[config.mk]
export PLATFORM = sky130hd
export DESIGN_NAME = tile_missing_phase_average_fill
export DESIGN_NICKNAME = d
export VERILOG_FILES = /design/src/hdl/tmpaf_pkg.sv /design/src/hdl/tile_missing_phase_average_fill.sv /design/src/hdl/tmpaf_front.sv /design/src/hdl/tmpaf_queue.sv /design/src/hdl/tmpaf_back.sv
export SDC_FILE = /design/constraint.sdc
export NUM_CORES = 1
export LEC_CHECK = 0
export BUFFER_PORTS_ARGS = -buffer_cell sky130_fd_sc_hd__buf_2
export CORE_MARGIN = 2
export CORE_UTILIZATION = 45
export CTS_BUF_LIST = sky130_fd_sc_hd__clkbuf_16
export DETAILED_ROUTE_END_ITERATION = 8
export SLEW_MARGIN = 10
export SYNTH_ARGS = -nofsm -noshare
export SYNTH_HDL_FRONTEND = slang
export SYNTH_HIERARCHICAL = 1
export SYNTH_SLANG_ARGS = --single-unit
export TNS_END_PERCENT = 30
[constraint.sdc]
create_clock -name clk_i -period 6.52 [get_ports clk_i]
set_clock_uncertainty 0.05 [all_clocks]
set_input_delay 0.978 -clock clk_i [delete_from_list [all_inputs] [get_ports clk_i]]
set_output_delay 0.978 -clock clk_i [all_outputs]
set_load 0.1 [all_outputs]
[src/hdl/tmpaf_pkg.sv]
// Shared types, register indexes and helpers for the tile phase average fill block.
`default_nettype none

package tmpaf_pkg;

  localparam int PhaseW  = 4;
  localparam int SumW    = 12;
  localparam int CountW  = 5;
  localparam int QDepth  = 4;
  localparam int QPtrW   = 2;
  localparam int DivSteps = 12;

  typedef logic [2:0][7:0] pix_t;

  typedef logic [1:0] cfg_idx_t;
  localparam cfg_idx_t CFG_GRID_MODE    = 2'd0;
  localparam cfg_idx_t CFG_PRESENT_MASK = 2'd1;

  typedef struct packed {
    logic [PhaseW-1:0] phase;
    pix_t              pix;
    logic              last;
  } q_item_t;

  typedef enum logic [2:0] {
    ST_IDLE,
    ST_SUM,
    ST_PREP,
    ST_DIV,
    ST_EMIT
  } state_e;

  function automatic logic [CountW-1:0] tile_size(logic [1:0] mode, logic [CountW-1:0] cap);
    logic [CountW-1:0] n;
    n = 5'd2 << mode;
    return (n > cap) ? cap : n;
  endfunction

endpackage

`default_nettype wire

[src/hdl/tile_missing_phase_average_fill.sv]
// Top level of the tile missing-phase average fill block.
// Non-final phase: stored when the idle back end pops it from the queue, one item per cycle
// while the back end idles. Final phase: leaves the queue, masked sums over N phases, prep,
// a bit-serial divide (skipped when no phase is present), then N results at one per cycle
// unless the output stalls. N is the tile size; sum walk and divide set the tile-end cost.
// Reset clears control state and config; the tile store is undefined until written.
`default_nettype none

module tile_missing_phase_average_fill #(
  parameter int MAX_TILE_PIXELS = 16
) (
  input  wire logic                          clk_i,
  input  wire logic                          rst_ni,
  input  wire logic                          cfg_valid_i,
  output logic                               cfg_ready_o,
  input  wire logic [1:0]                    cfg_index_i,
  input  wire logic [15:0]                   cfg_data_i,
  input  wire logic                          in_valid_i,
  output logic                               in_stall_o,
  input  wire logic [tmpaf_pkg::PhaseW-1:0]  phase_i,
  input  wire logic [7:0]                    red_i,
  input  wire logic [7:0]                    green_i,
  input  wire logic [7:0]                    blue_i,
  output logic                               out_valid_o,
  input  wire logic                          out_stall_i,
  output logic [tmpaf_pkg::PhaseW-1:0]       out_phase_o,
  output logic [7:0]                         out_red_o,
  output logic [7:0]                         out_green_o,
  output logic [7:0]                         out_blue_o,
  output logic                               filled_o,
  output logic                               no_samples_o,
  output logic                               tile_last_o
);
  import tmpaf_pkg::*;

  logic [1:0]         grid_mode_q;
  logic [15:0]        mask_q;
  logic [CountW-1:0]  size;
  logic               q_full, push, pop_valid, pop;
  q_item_t            push_item, pop_item;

  assign cfg_ready_o = 1'b1;
  assign size        = tile_size(grid_mode_q, CountW'(MAX_TILE_PIXELS));

  always_ff @(posedge clk_i or negedge rst_ni) begin
    if (!rst_ni) begin
      grid_mode_q <= '0;
      mask_q      <= '0;
    end else if (cfg_valid_i && cfg_ready_o) begin
      case (cfg_index_i)
        CFG_GRID_MODE:    grid_mode_q <= cfg_data_i[1:0];
        CFG_PRESENT_MASK: mask_q      <= cfg_data_i;
        default: ;
      endcase
    end
  end

  tmpaf_front u_front (
    .in_valid_i (in_valid_i),
    .in_stall_o (in_stall_o),
    .phase_i    (phase_i),
    .red_i      (red_i),
    .green_i    (green_i),
    .blue_i     (blue_i),
    .size_i     (size),
    .q_full_i   (q_full),
    .push_o     (push),
    .item_o     (push_item)
  );

  tmpaf_queue u_queue (
    .clk_i       (clk_i),
    .rst_ni      (rst_ni),
    .push_i      (push),
    .push_item_i (push_item),
    .full_o      (q_full),
    .pop_valid_o (pop_valid),
    .pop_i       (pop),
    .pop_item_o  (pop_item)
  );

  tmpaf_back #(
    .MAX_TILE_PIXELS (MAX_TILE_PIXELS)
  ) u_back (
    .clk_i        (clk_i),
    .rst_ni       (rst_ni),
    .size_i       (size),
    .mask_i       (mask_q),
    .pop_valid_i  (pop_valid),
    .pop_o        (pop),
    .pop_item_i   (pop_item),
    .out_valid_o  (out_valid_o),
    .out_stall_i  (out_stall_i),
    .out_phase_o  (out_phase_o),
    .out_red_o    (out_red_o),
    .out_green_o  (out_green_o),
    .out_blue_o   (out_blue_o),
    .filled_o     (filled_o),
    .no_samples_o (no_samples_o),
    .tile_last_o  (tile_last_o)
  );

endmodule

`default_nettype wire

[src/hdl/tmpaf_front.sv]
// Front end: accepts pixel items, drops out-of-tile phases, tags the last phase.
`default_nettype none

module tmpaf_front (
  input  wire logic                             in_valid_i,
  output logic                                  in_stall_o,
  input  wire logic [tmpaf_pkg::PhaseW-1:0]     phase_i,
  input  wire logic [7:0]                       red_i,
  input  wire logic [7:0]                       green_i,
  input  wire logic [7:0]                       blue_i,
  input  wire logic [tmpaf_pkg::CountW-1:0]     size_i,
  input  wire logic                             q_full_i,
  output logic                                  push_o,
  output tmpaf_pkg::q_item_t                    item_o
);
  import tmpaf_pkg::*;

  logic [CountW-1:0] phase_ext;
  logic              in_tile;

  assign phase_ext  = {1'b0, phase_i};
  assign in_tile    = phase_ext < size_i;
  assign in_stall_o = q_full_i;
  assign push_o     = in_valid_i && !q_full_i && in_tile;

  always_comb begin
    item_o.phase = phase_i;
    item_o.pix   = {red_i, green_i, blue_i};
    item_o.last  = phase_ext == (size_i - 5'd1);
  end

endmodule

`default_nettype wire

[src/hdl/tmpaf_queue.sv]
// Short item queue between the front end and the back end.
`default_nettype none

module tmpaf_queue (
  input  wire logic               clk_i,
  input  wire logic               rst_ni,
  input  wire logic               push_i,
  input  wire tmpaf_pkg::q_item_t push_item_i,
  output logic                    full_o,
  output logic                    pop_valid_o,
  input  wire logic               pop_i,
  output tmpaf_pkg::q_item_t      pop_item_o
);
  import tmpaf_pkg::*;

  q_item_t           mem_q [QDepth];
  logic [QPtrW-1:0]  wr_ptr_q, rd_ptr_q;
  logic [QPtrW:0]    count_q;

  assign full_o      = count_q == (QPtrW + 1)'(QDepth);
  assign pop_valid_o = count_q != '0;
  assign pop_item_o  = mem_q[rd_ptr_q];

  always_ff @(posedge clk_i) begin
    if (push_i) begin
      mem_q[wr_ptr_q] <= push_item_i;
    end
  end

  always_ff @(posedge clk_i or negedge rst_ni) begin
    if (!rst_ni) begin
      wr_ptr_q <= '0;
      rd_ptr_q <= '0;
      count_q  <= '0;
    end else begin
      if (push_i) wr_ptr_q <= wr_ptr_q + 1'b1;
      if (pop_i)  rd_ptr_q <= rd_ptr_q + 1'b1;
      case ({push_i, pop_i})
        2'b10:   count_q <= count_q + 1'b1;
        2'b01:   count_q <= count_q - 1'b1;
        default: count_q <= count_q;
      endcase
    end
  end

endmodule

`default_nettype wire

[src/hdl/tmpaf_back.sv]
// Back end: tile store, masked sums, serial divide and phase-order emit.
`default_nettype none

module tmpaf_back #(
  parameter int MAX_TILE_PIXELS = 16
) (
  input  wire logic                          clk_i,
  input  wire logic                          rst_ni,
  input  wire logic [tmpaf_pkg::CountW-1:0]  size_i,
  input  wire logic [15:0]                   mask_i,
  input  wire logic                          pop_valid_i,
  output logic                               pop_o,
  input  wire tmpaf_pkg::q_item_t            pop_item_i,
  output logic                               out_valid_o,
  input  wire logic                          out_stall_i,
  output logic [tmpaf_pkg::PhaseW-1:0]       out_phase_o,
  output logic [7:0]                         out_red_o,
  output logic [7:0]                         out_green_o,
  output logic [7:0]                         out_blue_o,
  output logic                               filled_o,
  output logic                               no_samples_o,
  output logic                               tile_last_o
);
  import tmpaf_pkg::*;

  localparam int IdxW = $clog2(MAX_TILE_PIXELS);

  state_e                 state_q, state_d;
  pix_t                   store_q [MAX_TILE_PIXELS];
  logic [PhaseW-1:0]      k_q;
  logic [3:0]             step_q;
  logic [2:0][SumW-1:0]   sum_q;
  logic [CountW-1:0]      cnt_q;
  logic [2:0][SumW-1:0]   num_q, num_d;
  logic [2:0][3:0]        rem_q, rem_d;
  logic                   out_valid_q;
  logic [PhaseW-1:0]      out_phase_q;
  pix_t                   out_pix_q;
  logic                   out_filled_q, out_none_q, out_last_q;

  pix_t                   rd_pix, avg_pix, emit_pix;
  logic                   k_last, emit_load, none, fill;
  logic [CountW-1:0]      trial [3];

  assign rd_pix = store_q[k_q[IdxW-1:0]];
  assign k_last = {1'b0, k_q} == (size_i - 5'd1);
  assign none   = cnt_q == '0;
  assign fill   = !mask_i[k_q] && !none;

  always_comb begin
    for (int c = 0; c < 3; c++) begin
      avg_pix[c] = num_q[c][7:0];
      trial[c]   = {rem_q[c], num_q[c][SumW-1]};
      if (trial[c] >= cnt_q) begin
        rem_d[c] = 4'(trial[c] - cnt_q);
        num_d[c] = {num_q[c][SumW-2:0], 1'b1};
      end else begin
        rem_d[c] = trial[c][3:0];
        num_d[c] = {num_q[c][SumW-2:0], 1'b0};
      end
    end
    emit_pix = fill ? avg_pix : rd_pix;
  end

  always_comb begin
    state_d   = state_q;
    pop_o     = 1'b0;
    emit_load = 1'b0;
    case (state_q)
      ST_IDLE: begin
        if (pop_valid_i) begin
          pop_o = 1'b1;
          if (pop_item_i.last) state_d = ST_SUM;
        end
      end
      ST_SUM: begin
        if (k_last) state_d = ST_PREP;
      end
      ST_PREP: begin
        state_d = none ? ST_EMIT : ST_DIV;
      end
      ST_DIV: begin
        if (step_q == 4'(DivSteps - 1)) state_d = ST_EMIT;
      end
      ST_EMIT: begin
        if (!out_valid_q || !out_stall_i) begin
          emit_load = 1'b1;
          if (k_last) state_d = ST_IDLE;
        end
      end
      default: state_d = ST_IDLE;
    endcase
  end

  always_ff @(posedge clk_i or negedge rst_ni) begin
    if (!rst_ni) begin
      state_q     <= ST_IDLE;
      k_q         <= '0;
      step_q      <= '0;
      cnt_q       <= '0;
      sum_q       <= '0;
      out_valid_q <= 1'b0;
    end else begin
      state_q <= state_d;
      case (state_q)
        ST_IDLE: begin
          if (pop_o && pop_item_i.last) begin
            k_q   <= '0;
            cnt_q <= '0;
            sum_q <= '0;
          end
        end
        ST_SUM: begin
          k_q <= k_last ? '0 : k_q + 1'b1;
          if (mask_i[k_q]) begin
            cnt_q <= cnt_q + 1'b1;
            for (int c = 0; c < 3; c++) begin
              sum_q[c] <= sum_q[c] + SumW'(rd_pix[c]);
            end
          end
        end
        ST_PREP: step_q <= '0;
        ST_DIV:  step_q <= step_q + 1'b1;
        ST_EMIT: begin
          if (emit_load) k_q <= k_last ? '0 : k_q + 1'b1;
        end
        default: ;
      endcase
      if (emit_load)        out_valid_q <= 1'b1;
      else if (!out_stall_i) out_valid_q <= 1'b0;
    end
  end

  always_ff @(posedge clk_i) begin
    if (pop_o) begin
      store_q[pop_item_i.phase[IdxW-1:0]] <= pop_item_i.pix;
    end
    if (state_q == ST_PREP) begin
      num_q <= sum_q;
      rem_q <= '0;
    end else if (state_q == ST_DIV) begin
      num_q <= num_d;
      rem_q <= rem_d;
    end
    if (emit_load) begin
      out_phase_q  <= k_q;
      out_pix_q    <= emit_pix;
      out_filled_q <= fill;
      out_none_q   <= none;
      out_last_q   <= k_last;
    end
  end

  assign out_valid_o  = out_valid_q;
  assign out_phase_o  = out_phase_q;
  assign out_red_o    = out_pix_q[2];
  assign out_green_o  = out_pix_q[1];
  assign out_blue_o   = out_pix_q[0];
  assign filled_o     = out_filled_q;
  assign no_samples_o = out_none_q;
  assign tile_last_o  = out_last_q;

  a_div_nonzero: assert property (@(posedge clk_i) disable iff (!rst_ni)
    state_q == ST_DIV |-> cnt_q != '0)
    else $error("divide running with zero sample count");

  a_sum_in_tile: assert property (@(posedge clk_i) disable iff (!rst_ni)
    state_q == ST_SUM |-> {1'b0, k_q} < size_i)
    else $error("sum walk past tile end");

  a_fill_has_samples: assert property (@(posedge clk_i) disable iff (!rst_ni)
    out_valid_q && out_filled_q |-> !out_none_q)
    else $error("filled item flagged with no samples");

  a_last_to_idle: assert property (@(posedge clk_i) disable iff (!rst_ni)
    emit_load && k_last |=> state_q == ST_IDLE && out_valid_q && out_last_q)
    else $error("tile end not closed after last item");

endmodule

`default_nettype wire

Word-level counts from Yosys, hierarchy flattened
Memory sizes are Yosys's and may differ from the RTL's. Cells that the tools add are included.

Bits of input ports: 51. Bits in writable memories: 500. Logic and storage cells: 135. Memories kept: 2. Flip-flop bits (word level): 157.

Reduce and logical (&&, ||, !) cells: 23. Magnitude comparators: 6. Equality and inequality tests: 21. Multiplexer cells: 42. Add/subtract/negate cells: 14. Shifts and indexed selects: 1.

Memory list: u_back.store_q (words 16, width 24, read ports 1, clocked after Yosys merged registers in 0, wr ports 1, RTL line tmpaf_back.sv:29) `pix_t store_q [MAX_TILE_PIXELS];`; u_queue.mem_q (words 4, width 29, read ports 1, clocked after Yosys merged registers in 0, wr ports 1, RTL line tmpaf_queue.sv:16) `q_item_t mem_q [QDepth];`.

Operator list (count): $mux W36 (4); $pmux W36 S2 (1); $add A12 B8 Y12 (3); $mux W24 (1); $mux W4 (6); $mux W3 (7); $ne A2 B1 Y1 const B (9); $ge A5 B5 Y1 (3); $mux W5 (3); $pmux W3 S5 (1); $mux W1 (14); $pmux W4 S3 (1); $sub A4 B4 Y4 (3); $eq A4 B5 Y1 (2); $pmux W5 S2 (1); $add A4 B1 Y4 const B (2); $pmux W4 S2 (1); $eq A3 B2 Y1 const B (2); $eq A3 B3 Y1 const B (2); $pmux W3 S2 (1); $reduce_and A3 Y1 (2); $reduce_and A6 Y1 (1); $reduce_bool A2 Y1 (3); $reduce_bool A3 Y1 (2); other kinds (22) (32).

Depth between registers and ports, before layout
Gate-level depths: netlist (run 1).

Depth in word-level cells: 8. Depth in mapped cells: 14.

Cells and area by module
Netlist (run 1), hierarchy kept.

Modules (own cells, without submodules): tmpaf_back (area an instance 21997.3 um^2, sequential area each 15109.5 um^2, instances 1, cells an instance 1235); tmpaf_queue (area an instance 4584.4 um^2, sequential area each 3658.5 um^2, instances 1, cells an instance 187); tile_missing_phase_average_fill (area an instance 767.0 um^2, sequential area each 450.4 um^2, instances 1, cells an instance 46); tmpaf_front (area an instance 419.2 um^2, sequential area each 0.0 um^2, instances 1, cells an instance 56).

Worst setup path before layout (run 1)
OpenSTA, ideal clock, no wires.

Path type: reg-to-reg. Start point: register u_back.state_q[2]. End point: memory u_back/store_q[0][0] (netlist bit), enable pin. Library setup time: 435 ps. Stages on the path, launching flop included: 5. Slack: 2689 ps. Data required time: 6035 ps. Clock period less this slack: 3831 ps. Path buffers: 1. Arrival time: 3346 ps. Path through: dfrtp_1 -> buf_2 -> nor4b_2 -> or3b_2 -> nor3_1.

Word-level cells in the longest chain between the ends: 4.

Ends and longest elaborated chain: from (decl) (RTL line tmpaf_back.sv:28) `state_e state_q, state_d;`; from (signal assigned) (RTL line tmpaf_back.sv:104) `state_q <= state_d;`; $logic_not A3 Y1 (RTL line tmpaf_back.sv:69) `case (state_q)`; $mux W1 (RTL line tmpaf_back.sv:69); named net pop (RTL line tile_missing_phase_average_fill.sv:39) `logic q_full, push, pop_valid, pop;`; $mux W1 (RTL line tmpaf_back.sv:135) `if (pop_o) begin`; $mux W1 (not written as such) (RTL line tmpaf_back.sv:136) `store_q[pop_item_i.phase[IdxW-1:0]] <= pop_item_i.pix;`; to (decl) (RTL line tmpaf_back.sv:29).

The timed path passes the listed nets, and every way through them passes these cells.

Final worst setup path (run 1)
Start point: register u_back.k_q[0]. End point: register u_back/sum_q[31] (netlist bit).

Word-level cells in the longest chain between the ends: 4. Elaborated cells on any way between the ends: 8.

Ends and longest elaborated chain: from (decl) (RTL line tmpaf_back.sv:30) `logic [PhaseW-1:0] k_q;`; from (signal assigned) (RTL line tmpaf_back.sv:114) `k_q <= k_last ? '0 : k_q + 1'b1;`; from (signal assigned) (RTL line tmpaf_back.sv:125) `if (emit_load) k_q <= k_last ? '0 : k_q + 1'b1;`; $mem_v2 Z16 W24 or $bmux W1 S4 (tied branches); $add A12 B8 Y12 or $mux W1 (tied branches) (RTL line tmpaf_back.sv:118, tmpaf_back.sv:115); $mux W36 or $ne A2 B1 Y1 (tied branches); $pmux W36 S2 or $reduce_and A3 Y1 (tied branches); to (signal, indexed assignment) (RTL line tmpaf_back.sv:118) `sum_q[c] <= sum_q[c] + SumW'(rd_pix[c]);`; to (decl) (RTL line tmpaf_back.sv:32) `logic [2:0][SumW-1:0] sum_q;`.

Several ways; a longest one is shown, not always the timed one. The select of a mux whose other input is x is not followed. A chain may end at the register's enable or synchronous reset.

==> out/summary.txt, run 1 <==
crit-path max FO: 39
most frequent cells in the layout: edfxtp_1, mux4_2, nand2_1
clk slew on worst S/H paths: 0.06 ns
Tot GR Track Use: 0.184
Slew Limit Fails: 0
pin slew with the least headroom to its limit: 1.12 ns
register area share after synthesis: 0.692
post-route insts no fill: 2484
Max IR drop VDD: 214 µV
CTS Sinks: 657
crit-path cells: buf_4 -> mux4_2 -> mux4_2 -> ha_1 -> a21o_1 -> o21ai_0 -> nand2_1 -> a21oi_1 -> xor2_1 -> o31ai_1
post-place instance area: 29000 µm²
number of distinct library cells after synthesis: 70
pin count of the biggest net entering global routing: 59
Synth Area in Adders: 0.0294
post-synthesis compound-gate area fraction: 0.0336
clk buf depth: 3
reg-to-reg startpoint: u_back/k_q[0]$_DFFE_PN0P_
Die Y: 252 µm
total chip power: 0.0148 W
final WL: 57200 µm
PwrDens: 471 nW/µm²
root buffer cell: clkbuf_16
first-pass GRT wire length: 87900 µm
CP Launch Type: register
multi-input logic area: 7930 µm²
vias in the first global route: 14400
WL per Instance: 23.0 µm
relative slew slack: 0.254
initial core utilization: 0.452
leakage: 10.8 nW
Routed Antenna Nets: 0
outcome: completed
Antenna Cells: 0
# rows: 91
die extent in x: 252 µm
Arrival @ worst endpoint: 4.49 ns
max frequency: 0.245 GHz
final setup fails: 0
type of the most critical hold path: input pin to async pin
I/O pins: 85
Synth Area in Simple Gates: 0.0420
Critical Path Sink Type: register
xor/xnor share of the synthesized area: 0.0126
Post-CTS Setup Bufs: 0
Yosys reg bits: 657
initial antenna violation count: 0
asr flop ratio synth: 0.119
Area Overhead vs Synth: 13.3%
# hold bufs at CTS: 0
H-tree depth: 3
Critical Path RT: 6.93 ns
total of max-cap violations: 0
Filler Cells Inserted: 4913
worst setup path startpoint: u_back/k_q[0]$_DFFE_PN0P_
core area: 61400 µm²
final setup TNS: 0 ns
multiplexer share of the synthesized area: 0.164
gate count of the mapped netlist: 1524
DP HPWL: 34100 µm
Initial DRT Pass Iterations: 5
DIE AREA: 63700 µm²
Most used DFF post-synth: edfxtp_1
RSZ-0062 raised after global routing: false
syn_area_per_cell: 18.2 µm²
Vias/cell: 5.61
CTS buffer count: 72
commonest non-fill, non-tap cell in the layout: edfxtp_1
Critical-path top delay cell: dfrtp_4
Hold Fails Final Rpt: 0
initial DRC count: 1154
Worst Setup Path Type: register to register
Remaining DRCs: 0
Seq. cell area: 19200 µm²
clk_lat worst skew: 0.62 ns
fin crit period: 4.08 ns
Largest stage delay, worst path: 0.90 ns
via count: 13900
IO buf count: 83
CTS tree: yes
nets: 1748
placed insts: 2352
Ys Warns: 6
most common cell type on the critical path: mux4_2
main combinational cell family by area after synthesis: multiplexers
Gates resized, CTS repair: 0
total global routing overflow: 0
share of cells above drive strength 1: 0.295
GP Congestion: 0.763
Post-synth EDFFs: 567
period utilization: 0.625
fin area: 31500 µm²
Mapped Area: 27800 µm²
## Yosys cell counts, types with 32 or more instances
library cell | instances | area, µm²
nor2_1 | 41 | 154
dfrtp_1 | 78 | 1950
nand2_1 | 88 | 330
mux2_2 | 69 | 777
a21oi_1 | 37 | 185
mux4_2 | 148 | 3330
inv_1 | 40 | 150
buf_4 | 32 | 240
edfxtp_1 | 567 | 17000
ha_1 | 54 | 676
o31ai_1 | 32 | 240
## layout make-up
cell class              count  area share
clock buffers              74      0.0589
repair buffers            126      0.0239
flip-flops and latches    657       0.611
well taps                 790      0.0314
inverters                  41     0.00489
multi-input cells         738       0.252
clock inverters            58      0.0174
## stage by stage
stage | setup slack [ns] | hold WS [ns] | utilization
2_1_floorplan | 2.69 | 0.370 | -
3_5_place_dp | 2.40 | 0.401 | 0.473
3_3_place_gp | 2.40 | 0.388 | 0.473
6_report | 2.44 | 0.243 | 0.512
4_1_cts | 2.37 | 0.220 | 0.512
5_1_grt | 2.07 | 0.238 | 0.512
## worst max-delay path: cells and delay by family, from the launching register on
family                   cells  cell delay (ns)
AO/OA/AOI/OAI                4             0.75
multiplexers                 2             1.10
flip-flops                   1             0.90
adder cells (fa/ha/maj)      1             0.40
buffers and inverters        1             0.43
AND/OR/NAND/NOR              1             0.10
XOR/XNOR                     1             0.18
## final timing paths
| check | endpoint | slack [ns] | cells past startpoint |
|---|---|---|---|
| setup / recovery | u_back/sum_q[31]$_DFFE_PN0P_ | 2.44 | 10 |
| hold / removal | u_back/sum_q[17]$_DFFE_PN0P_ | 0.24 | 1 |
| setup reg to reg | u_back/sum_q[31]$_DFFE_PN0P_ | 2.44 | 10 |
| hold reg to reg | u_back/rem_q[3]$_SDFFE_PP0P_ | 0.42 | 2 |
| max in group asynchronous | u_back/k_q[0]$_DFFE_PN0P_ | 5.01 | 2 |
| min in group clk_i | u_back/rem_q[3]$_SDFFE_PP0P_ | 0.42 | 2 |
## logic make-up (layout without fill, tap and decap cells)
logic type,Yosys count,after routing
AOI/OAI and AO/OA,142,142
xor gates and xnor gates,40,40
adders and majority gates,61,61
buffers and inverters,134,299
DFF,657,657
muxes,254,254
other,2,7
and+or+nand+nor,234,234
## routing by layer
metal / share of wire / vias to the layer above / track usage / wire length, µm
li1: - / 6238 / - / -
met4: 0.021 / 0 / 0.0521 / 1210
met3: 0.046 / 89 / 0.0326 / 2630
met1: 0.45 / 7295 / 0.259 / 25500
met2: 0.49 / 324 / 0.298 / 27900
met5: 0 / - / 0 / 0
## state kept, by name, indices dropped and copies added, names as in the netlist, 2 cells and up
signal / flops
u_back/avg_pix: 24
u_queue/wr_ptr_q: 2
mask_q: 16
u_back/rem_q: 12
u_back/sum_q: 36
u_queue/count_q: 3
u_back/state_q: 3
u_back/out_blue_o: 8
u_queue/mem_q: 116
u_back/step_q: 4
u_back/out_green_o: 8
u_back/out_red_o: 8
u_back/out_phase_o: 4
u_back/num_q: 12
u_back/store_q: 384
u_back/k_q: 4
u_queue/rd_ptr_q: 2
u_back/cnt_q: 5
grid_mode_q: 2
## where the power goes
part	switching (W)	internal (W)	total [W]
sequential	0.000350	0.00573	0.00608
combinational	0.00292	0.00176	0.00468
clock	0.00164	0.00243	0.00407
Note: power is estimated with default switching activity, not from simulation.
==> inputs of run 2 (changes only) <==
--- a/config.mk
+++ b/config.mk
@@ -5,6 +5,7 @@
 export SDC_FILE = /design/constraint.sdc
 export NUM_CORES = 1
 export LEC_CHECK = 0
+export ABC_AREA = 1
 export BUFFER_PORTS_ARGS = -buffer_cell sky130_fd_sc_hd__buf_2
 export CORE_MARGIN = 2
 export CORE_UTILIZATION = 45
==> constraint.sdc (replaced) <==
create_clock -name clk_i -period 4.1 [get_ports clk_i]
set_clock_uncertainty 0.05 [all_clocks]
set_input_delay 0.615 -clock clk_i [delete_from_list [all_inputs] [get_ports clk_i]]
set_output_delay 0.615 -clock clk_i [all_outputs]
set_load 0.1 [all_outputs]
==> run 2 against run 1 <==
Register-to-register slack got worse by 1.8 ns; fmax increased by 19%; clock power increased by 54%; die area increased by 7.3%; largest cell class unchanged; cell area increased by 6.1%; power increased by 73%; critical path depth increased by 6; sequential share of layout area decreased by 3.5 points; clock-buffer cell count increased by 3; via count increased by 46%; largest power group unchanged.
==> out/summary.txt, run 2 <==
final setup TNS: 0 ns (unchanged)
Sw Share: 0.392 (was 0.331)
Routed Antenna Nets: 0 (unchanged)
first-pass GRT wire length: 115000 µm (was 87900 µm)
DIE AREA: 68400 µm² (was 63700 µm²)
I/O pins: 85 (unchanged)
share of cells above drive strength 1: 0.106 (was 0.295)
most common cell type on the critical path: nand2_1 (was mux4_2)
relative slew slack: 0.226 (was 0.254)
crit path buf inv count: 1 (unchanged)
Remaining DRCs: 0 (unchanged)
WL per Instance: 19.6 µm (was 23.0 µm)
leakage: 13.3 nW (was 10.8 nW)
crit-path cells: buf_4 -> a21oi_1 -> o21ai_0 -> o211ai_1 -> nand3_1 -> nand2_1 -> ha_1 -> nand2_1 -> nor2_1 -> nand3_1 -> nand3_1 -> nand2_1 -> nand2_1 -> nor2_1 -> nand2_1 -> nand2_1 (was buf_4 -> mux4_2 -> mux4_2 -> ha_1 -> a21o_1 -> o21ai_0 -> nand2_1 -> a21oi_1 -> xor2_1 -> o31ai_1)
CTS Sinks: 657 (unchanged)
Largest stage delay, worst path: 0.96 ns (was 0.90 ns)
Area Overhead vs Synth: 11.9% (was 13.3%)
fin crit period: 3.42 ns (was 4.08 ns)
IO buf count: 83 (unchanged)
clk slew on worst S/H paths: 0.06 ns (about the same)
pin slew with the least headroom to its limit: 1.16 ns (was 1.12 ns)
Most used DFF post-synth: edfxtp_1 (unchanged)
Slew Limit Fails: 0 (unchanged)
RSZ-0062 raised after global routing: false (unchanged)
Post-CTS Setup Bufs: 0 (unchanged)
initial DRC count: 1771 (was 1154)
syn_area_per_cell: 10.6 µm² (was 18.2 µm²)
Initial DRT Pass Iterations: 5 (unchanged)
Worst R2R Path Depth: 16 (was 10)
post-place setup slack: 0.687 ns (was 2.40 ns)
gate count of the mapped netlist: 2808 (was 1524)
CTS tree: yes (unchanged)
most frequent cell after synthesis: nand2_1 (was edfxtp_1)
CP Launch Type: register (unchanged)
P_int: 0.0156 W (was 0.00992 W)
outcome: completed (unchanged)
Critical-path top delay cell: dfrtp_4 (unchanged)
Critical Path Sink Type: register (unchanged)
clk buf depth: 3 (unchanged)
most frequent cells in the layout: nand2_1, edfxtp_1, nor2_1 (was edfxtp_1, mux4_2, nand2_1)
Hold Fails Final Rpt: 0 (unchanged)
sequential share of power: 0.395 (was 0.410)
Gates resized, CTS repair: 0 (unchanged)
initial core utilization: 0.454 (was 0.452)
CP delay by family, top: simple AND/OR/NAND/NOR gates (was multiplexers)
CTS buffer count: 73 (was 72)
Clk pwr share: 0.244 (was 0.275)
final WL: 74300 µm (was 57200 µm)
initial antenna violation count: 0 (unchanged)
H-tree depth: 3 (unchanged)
max frequency: 0.292 GHz (was 0.245 GHz)
Vias/cell: 5.37 (was 5.61)
root buffer cell: clkbuf_16 (unchanged)
Filler Cells Inserted: 5792 (was 4913)
Worst Setup Path Type: register to register (unchanged)
Tot GR Track Use: 0.222 (was 0.184)
Synth area leaders: edfxtp_1, nand2_1, dfrtp_1 (was edfxtp_1, mux4_2, dfrtp_1)
GP Congestion: 0.907 (was 0.763)
Antenna Cells: 0 (unchanged)
reg2reg setup slack: 0.68 ns (was 2.44 ns)
# rows: 94 (was 91)
period utilization: 0.835 (was 0.625)
post-route insts no fill: 3795 (was 2484)
worst setup margin: 0.676 ns (was 2.44 ns)
PwrDens: 768 nW/µm² (was 471 nW/µm²)
Arrival @ worst endpoint: 3.87 ns (was 4.49 ns)
Post-synth EDFFs: 567 (unchanged)
Crit path depth: 16 (was 10)
Logic pwr share: 0.361 (was 0.315)
commonest non-fill, non-tap cell in the layout: nand2_1 (was edfxtp_1)
Psw: 0.0100 W (was 0.00491 W)
placed insts: 3659 (was 2352)
pin count of the biggest net entering global routing: 143 (was 59)
Mapped Area: 29800 µm² (was 27800 µm²)
number of distinct library cells after synthesis: 40 (was 70)
die extent in x: 261 µm (was 252 µm)
clk_lat worst skew: 0.62 ns (about the same)
multi-input logic area: 8850 µm² (was 7930 µm²)
commonest cells in the netlist: nand2_1, edfxtp_1, nor2_1, inv_1, o21ai_0 (was edfxtp_1, mux4_2, nand2_1, dfrtp_1, mux2_2)
total global routing overflow: 0 (unchanged)
Critical Path RT: 4.55 ns (was 6.93 ns)
core area: 65700 µm² (was 61400 µm²)
Max IR drop VDD: 370 µV (was 214 µV)
register area share after synthesis: 0.644 (was 0.692)
Die Y: 261 µm (was 252 µm)
total of max-cap violations: 0 (unchanged)
type of the most critical hold path: input pin to async pin (unchanged)
# hold bufs at CTS: 0 (unchanged)
DP HPWL: 44700 µm (was 34100 µm)
post-synth top area cell: edfxtp_1 (unchanged)
crit-path max FO: 70 (was 39)
nets: 2982 (was 1748)
max reg flops: 384 (unchanged)
via count: 20400 (was 13900)
Ys Warns: 6 (unchanged)
final setup fails: 0 (unchanged)
asr flop ratio synth: 0.119 (unchanged)
Yosys reg bits: 657 (unchanged)
vias in the first global route: 20300 (was 14400)
post-synth top area share: 0.571 (was 0.613)
Seq. cell area: 19200 µm² (about the same)
[run 2: cell types whose count changed in the layout (fill, tap and decap cells not counted), moves of 69 or more]
cell and delta:
o21ai_0 +191, nand3_1 +151, o211ai_1 +132, mux2_2 -69, inv_1 +189, nand2_1 +550, mux4_2 -148, nor2_1 +322
[run 2: through the flow]
step | hold slack (ns) | util | total power, W | area [µm²]
final | 0.0909 | 0.508 | 0.0256 | 33400
after global routing | 0.144 | 0.508 | 0.0273 | 33400
after CTS | 0.0876 | 0.508 | 0.0258 | 33400
after detailed placement | 0.409 | 0.473 | 0.0195 | 31100
after global placement | 0.398 | 0.473 | 0.0193 | 31100
after floorplan | 0.269 | - | 0.0166 | 29800
[run 2: metal layers]
metal / vias to the layer above / global-route usage / wire, µm
met5: - / 0 / 0
met2: 515 / 0.383 / 36400
met4: 0 / 0.0724 / 1960
met1: 9990 / 0.287 / 32000
li1: 9747 / - / -
met3: 123 / 0.0353 / 3920
[run 2: worst reg2reg max path: stages (launching register included)]
cell,delay (ns)
dfrtp_4,0.96
buf_4,0.40
a21oi_1,0.07
o21ai_0,0.10
o211ai_1,0.11
nand3_1,0.16
nand2_1,0.26
ha_1,0.46
nand2_1,0.10
nor2_1,0.17
nand3_1,0.13
nand3_1,0.10
nand2_1,0.05
nand2_1,0.06
nor2_1,0.04
nand2_1,0.07
nand2_1,0.05
[run 2: cells by family (layout without fill, tap and decap cells)]
logic type / count (synthesis) / count (layout) / share of synthesized area
compound gates: 415 / 415 / 0.0872
xor+xnor: 28 / 28 / 0.00822
fa+ha+maj: 61 / 61 / 0.0274
buf+inv: 400 / 520 / 0.0610
flops: 657 / 657 / 0.644
other cells: 2 / 5 / 0.000252
simple gates: 1245 / 1245 / 0.172
[run 2: power by group through the flow]
stage / Sequential (W) / Combinational (W) / Clock, W
floorplan: 0.0103 / 0.00635 / 0
global placement: 0.0102 / 0.00911 / 0
detailed placement: 0.0102 / 0.00927 / 0
CTS: 0.0101 / 0.00931 / 0.00638
global route: 0.0102 / 0.0104 / 0.00661
finish: 0.0101 / 0.00926 / 0.00625
[run 2: layout make-up]
| type | count | area share |
|---|---|---|
| Clock buffer | 77 | 0.0577 |
| Sequential cell | 657 | 0.576 |
| Multi-Input combinational cell | 1754 | 0.265 |
| Tap cell | 864 | 0.0324 |
| Timing Repair Buffer | 149 | 0.0307 |
| Clock inverter | 59 | 0.0114 |
| Inverter | 235 | 0.0266 |
[run 2: path summary, 6_finish.rpt]
kind,start,to
hold reg to reg,mask_q[3]$_DFFE_PN0P_,mask_q[3]$_DFFE_PN0P_
min in group clk_i,blue_i[6],u_queue/mem_q[1][7]$_DFFE_PP_
setup / recovery,u_back/k_q[1]$_DFFE_PN0P_,u_back/sum_q[33]$_DFFE_PN0P_
max in group asynchronous,rst_ni,u_back/sum_q[21]$_DFFE_PN0P_
setup reg to reg,u_back/k_q[1]$_DFFE_PN0P_,u_back/sum_q[33]$_DFFE_PN0P_
hold / removal,rst_ni,u_back/step_q[0]$_DFFE_PN0P_
==> inputs of run 3 (changes only) <==
==> constraint.sdc (replaced) <==
create_clock -name clk_i -period 3.2 [get_ports clk_i]
set_clock_uncertainty 0.05 [all_clocks]
set_input_delay 0.48 -clock clk_i [delete_from_list [all_inputs] [get_ports clk_i]]
set_output_delay 0.48 -clock clk_i [all_outputs]
set_load 0.1 [all_outputs]
==> run 3 against run 2 <==
Worst hold slack worse by 0.062 ns; critical path depth is 5 higher; clock-buffer cell count is 4 lower; largest cell class unchanged; critical endpoint is now u_back/sum_q[23]$_DFFE_PN0P_.
==> out/summary.txt, run 3 (synthesis gave the netlist of run 2 again) <==
Sw Share: 0.389 (was 0.392)
I/O pins: 85 (unchanged)
die extent in x: 261 µm (unchanged)
Area Overhead vs Synth: 14.9% (was 11.9%)
CTS tree: yes (unchanged)
max frequency: 0.331 GHz (was 0.292 GHz)
CTS Sinks: 657 (unchanged)
DP HPWL: 46300 µm (was 44700 µm)
reg-to-reg startpoint: u_back/k_q[0]$_DFFE_PN0P_ (was u_back/k_q[1]$_DFFE_PN0P_)
clk_lat worst skew: 0.62 ns (about the same)
Initial DRT Pass Iterations: 9 (was 5)
Filler Cells Inserted: 5676 (was 5792)
Remaining DRCs: 0 (unchanged)
multi-input logic area: 8930 µm² (was 8850 µm²)
fin crit period: 3.02 ns (was 3.42 ns)
nets: 3022 (was 2982)
Tot GR Track Use: 0.222 (about the same)
RSZ-0062 raised after global routing: true (was false)
P_int: 0.0206 W (was 0.0156 W)
Clk pwr share: 0.240 (was 0.244)
Slew Limit Fails: 0 (unchanged)
via count: 20700 (was 20400)
relative slew slack: 0.494 (was 0.226)
root buffer cell: clkbuf_16 (unchanged)
commonest non-fill, non-tap cell in the layout: nand2_1 (unchanged)
Worst Setup Path Type: register to register (unchanged)
initial core utilization: 0.454 (unchanged)
type of the most critical hold path: input pin to register (was input pin to async pin)
CTS buffer count: 72 (was 73)
Seq. cell area: 19200 µm² (unchanged)
WL per Instance: 19.9 µm (was 19.6 µm)
period utilization: 0.945 (was 0.835)
Psw: 0.0131 W (was 0.0100 W)
final WL: 76300 µm (was 74300 µm)
GP Congestion: 0.861 (was 0.907)
Critical-path top delay cell: dfrtp_4 (unchanged)
total chip power: 0.0338 W (was 0.0256 W)
crit-path cells: clkinv_16 -> buf_12 -> clkbuf_16 -> nor2_1 -> nor2_1 -> o21ai_0 -> o211ai_1 -> nand3_1 -> nand2_1 -> ha_1 -> nand2_1 -> nand2_1 -> nand2_1 -> nand2_1 -> nand2_1 -> nand3_1 -> nand2_1 -> nand2_1 -> nor2_1 -> nand2_1 -> nand2_1 (was buf_4 -> a21oi_1 -> o21ai_0 -> o211ai_1 -> nand3_1 -> nand2_1 -> ha_1 -> nand2_1 -> nor2_1 -> nand3_1 -> nand3_1 -> nand2_1 -> nand2_1 -> nor2_1 -> nand2_1 -> nand2_1)
max reg flops: 384 (unchanged)
worst setup margin: 0.177 ns (was 0.676 ns)
most common cell type on the critical path: nand2_1 (unchanged)
Logic pwr share: 0.379 (was 0.361)
worst setup path startpoint: u_back/k_q[0]$_DFFE_PN0P_ (was u_back/k_q[1]$_DFFE_PN0P_)
Hold Fails Final Rpt: 0 (unchanged)
IO buf count: 83 (unchanged)
DIE AREA: 68400 µm² (unchanged)
CP Launch Type: register (unchanged)
clk buf depth: 3 (unchanged)
Vias/cell: 5.39 (was 5.37)
total global routing overflow: 0 (unchanged)
final hold slack: 0.0289 ns (was 0.0909 ns)
hold path start: red_i[2]
crit-path max FO: 24 (was 70)
initial antenna violation count: 0 (unchanged)
sequential share of power: 0.381 (was 0.395)
first-pass GRT wire length: 116000 µm (was 115000 µm)
Critical Path Sink Type: register (unchanged)
final setup fails: 0 (unchanged)
H-tree depth: 3 (unchanged)
most frequent cells in the layout: nand2_1, edfxtp_1, nor2_1 (unchanged)
total of max-cap violations: 0 (unchanged)
# rows: 94 (unchanged)
Max IR drop VDD: 512 µV (was 370 µV)
Critical Path RT: 3.65 ns (was 4.55 ns)
leakage: 13.6 nW (was 13.3 nW)
pin count of the biggest net entering global routing: 66 (was 143)
pin slew with the least headroom to its limit: 0.758 ns (was 1.16 ns)
outcome: completed (unchanged)
Die Y: 261 µm (unchanged)
post-place setup slack: 0.122 ns (was 0.687 ns)
share of cells above drive strength 1: 0.123 (was 0.106)
PwrDens: 986 nW/µm² (was 768 nW/µm²)
Arrival @ worst endpoint: 3.47 ns (was 3.87 ns)
Largest stage delay, worst path: 0.56 ns (was 0.96 ns)
Routed Antenna Nets: 0 (unchanged)
vias in the first global route: 20200 (was 20300)
core area: 65700 µm² (unchanged)
clk slew on worst S/H paths: 0.06 ns (about the same)
Core Util, Final: 0.521 (was 0.508)
initial DRC count: 1767 (was 1771)
run 3: through the flow:
| stage | instances | cell area (µm²) | TNS (ns) |
|---|---|---|---|
| global placement | 3679 | 31500 | 0 |
| detailed placement | 3679 | 31500 | 0 |
| global route | 3832 | 34300 | -0.0956 |
| floorplan | 2811 | 29800 | 0 |
| finish | 3833 | 34300 | 0 |
| CTS | 3819 | 33900 | 0 |
run 3: power by group through the flow:
stage / Combinational (W) / Clock [W] / Sequential (W)
finish: 0.0128 / 0.00809 / 0.0129
global route: 0.0143 / 0.00861 / 0.0130
CTS: 0.0124 / 0.00825 / 0.0129
detailed placement: 0.0123 / 0 / 0.0130
global placement: 0.0121 / 0 / 0.0130
floorplan: 0.00814 / 0 / 0.0131
run 3: cell type report:
cell class	count	area share
antenna	1	0.0000731
clock buffer	73	0.0533
clock inverter	59	0.0142
inverter	235	0.0265
multi-input combinational	1754	0.261
sequential	657	0.561
tap	864	0.0316
timing repair buffer	189	0.0517
timing repair inverter	1	0.000329
run 3: worst max-delay path, delay by kind of cell (launching register included):
| kind | cells | cell delay (ns) |
|---|---|---|
| AND/OR/NAND/NOR | 15 | 1.22 |
| flip-flops | 1 | 0.56 |
| buffers and inverters | 3 | 0.49 |
| adder cells (fa/ha/maj) | 1 | 0.39 |
| AO/OA/AOI/OAI | 2 | 0.17 |
run 3: path summary, 6_finish.rpt:
| check | end | slack (ns) | cells after the start |
|---|---|---|---|
| setup / recovery | u_back/sum_q[23]$_DFFE_PN0P_ | 0.18 | 21 |
| hold / removal | u_queue/mem_q[1][19]$_DFFE_PP_ | 0.03 | 1 |
| setup reg to reg | u_back/sum_q[23]$_DFFE_PN0P_ | 0.18 | 21 |
| hold reg to reg | u_back/rem_q[3]$_SDFFE_PP0P_ | 0.41 | 2 |
| max in group asynchronous | u_back/sum_q[32]$_DFFE_PN0P_ | 2.17 | 3 |
| min in group asynchronous | u_back/step_q[1]$_DFFE_PN0P_ | 0.29 | 2 |
run 3: repair_timing:
action | in CTS | in global routing
resized for setup | 0 | 40
hold buffers | 8 | 0
endpoints found under the hold margin | 47 | 0
endpoints found under the setup margin | 0 | 23
setup buffers | 0 | 7
run 3: metal layers:
layer	vias to the layer above	routed length, µm	track usage
met3	130	4690	0.0470
met1	10100	32200	0.279
li1	9832	-	-
met5	-	0	0
met2	585	37500	0.378
met4	0	1980	0.0832
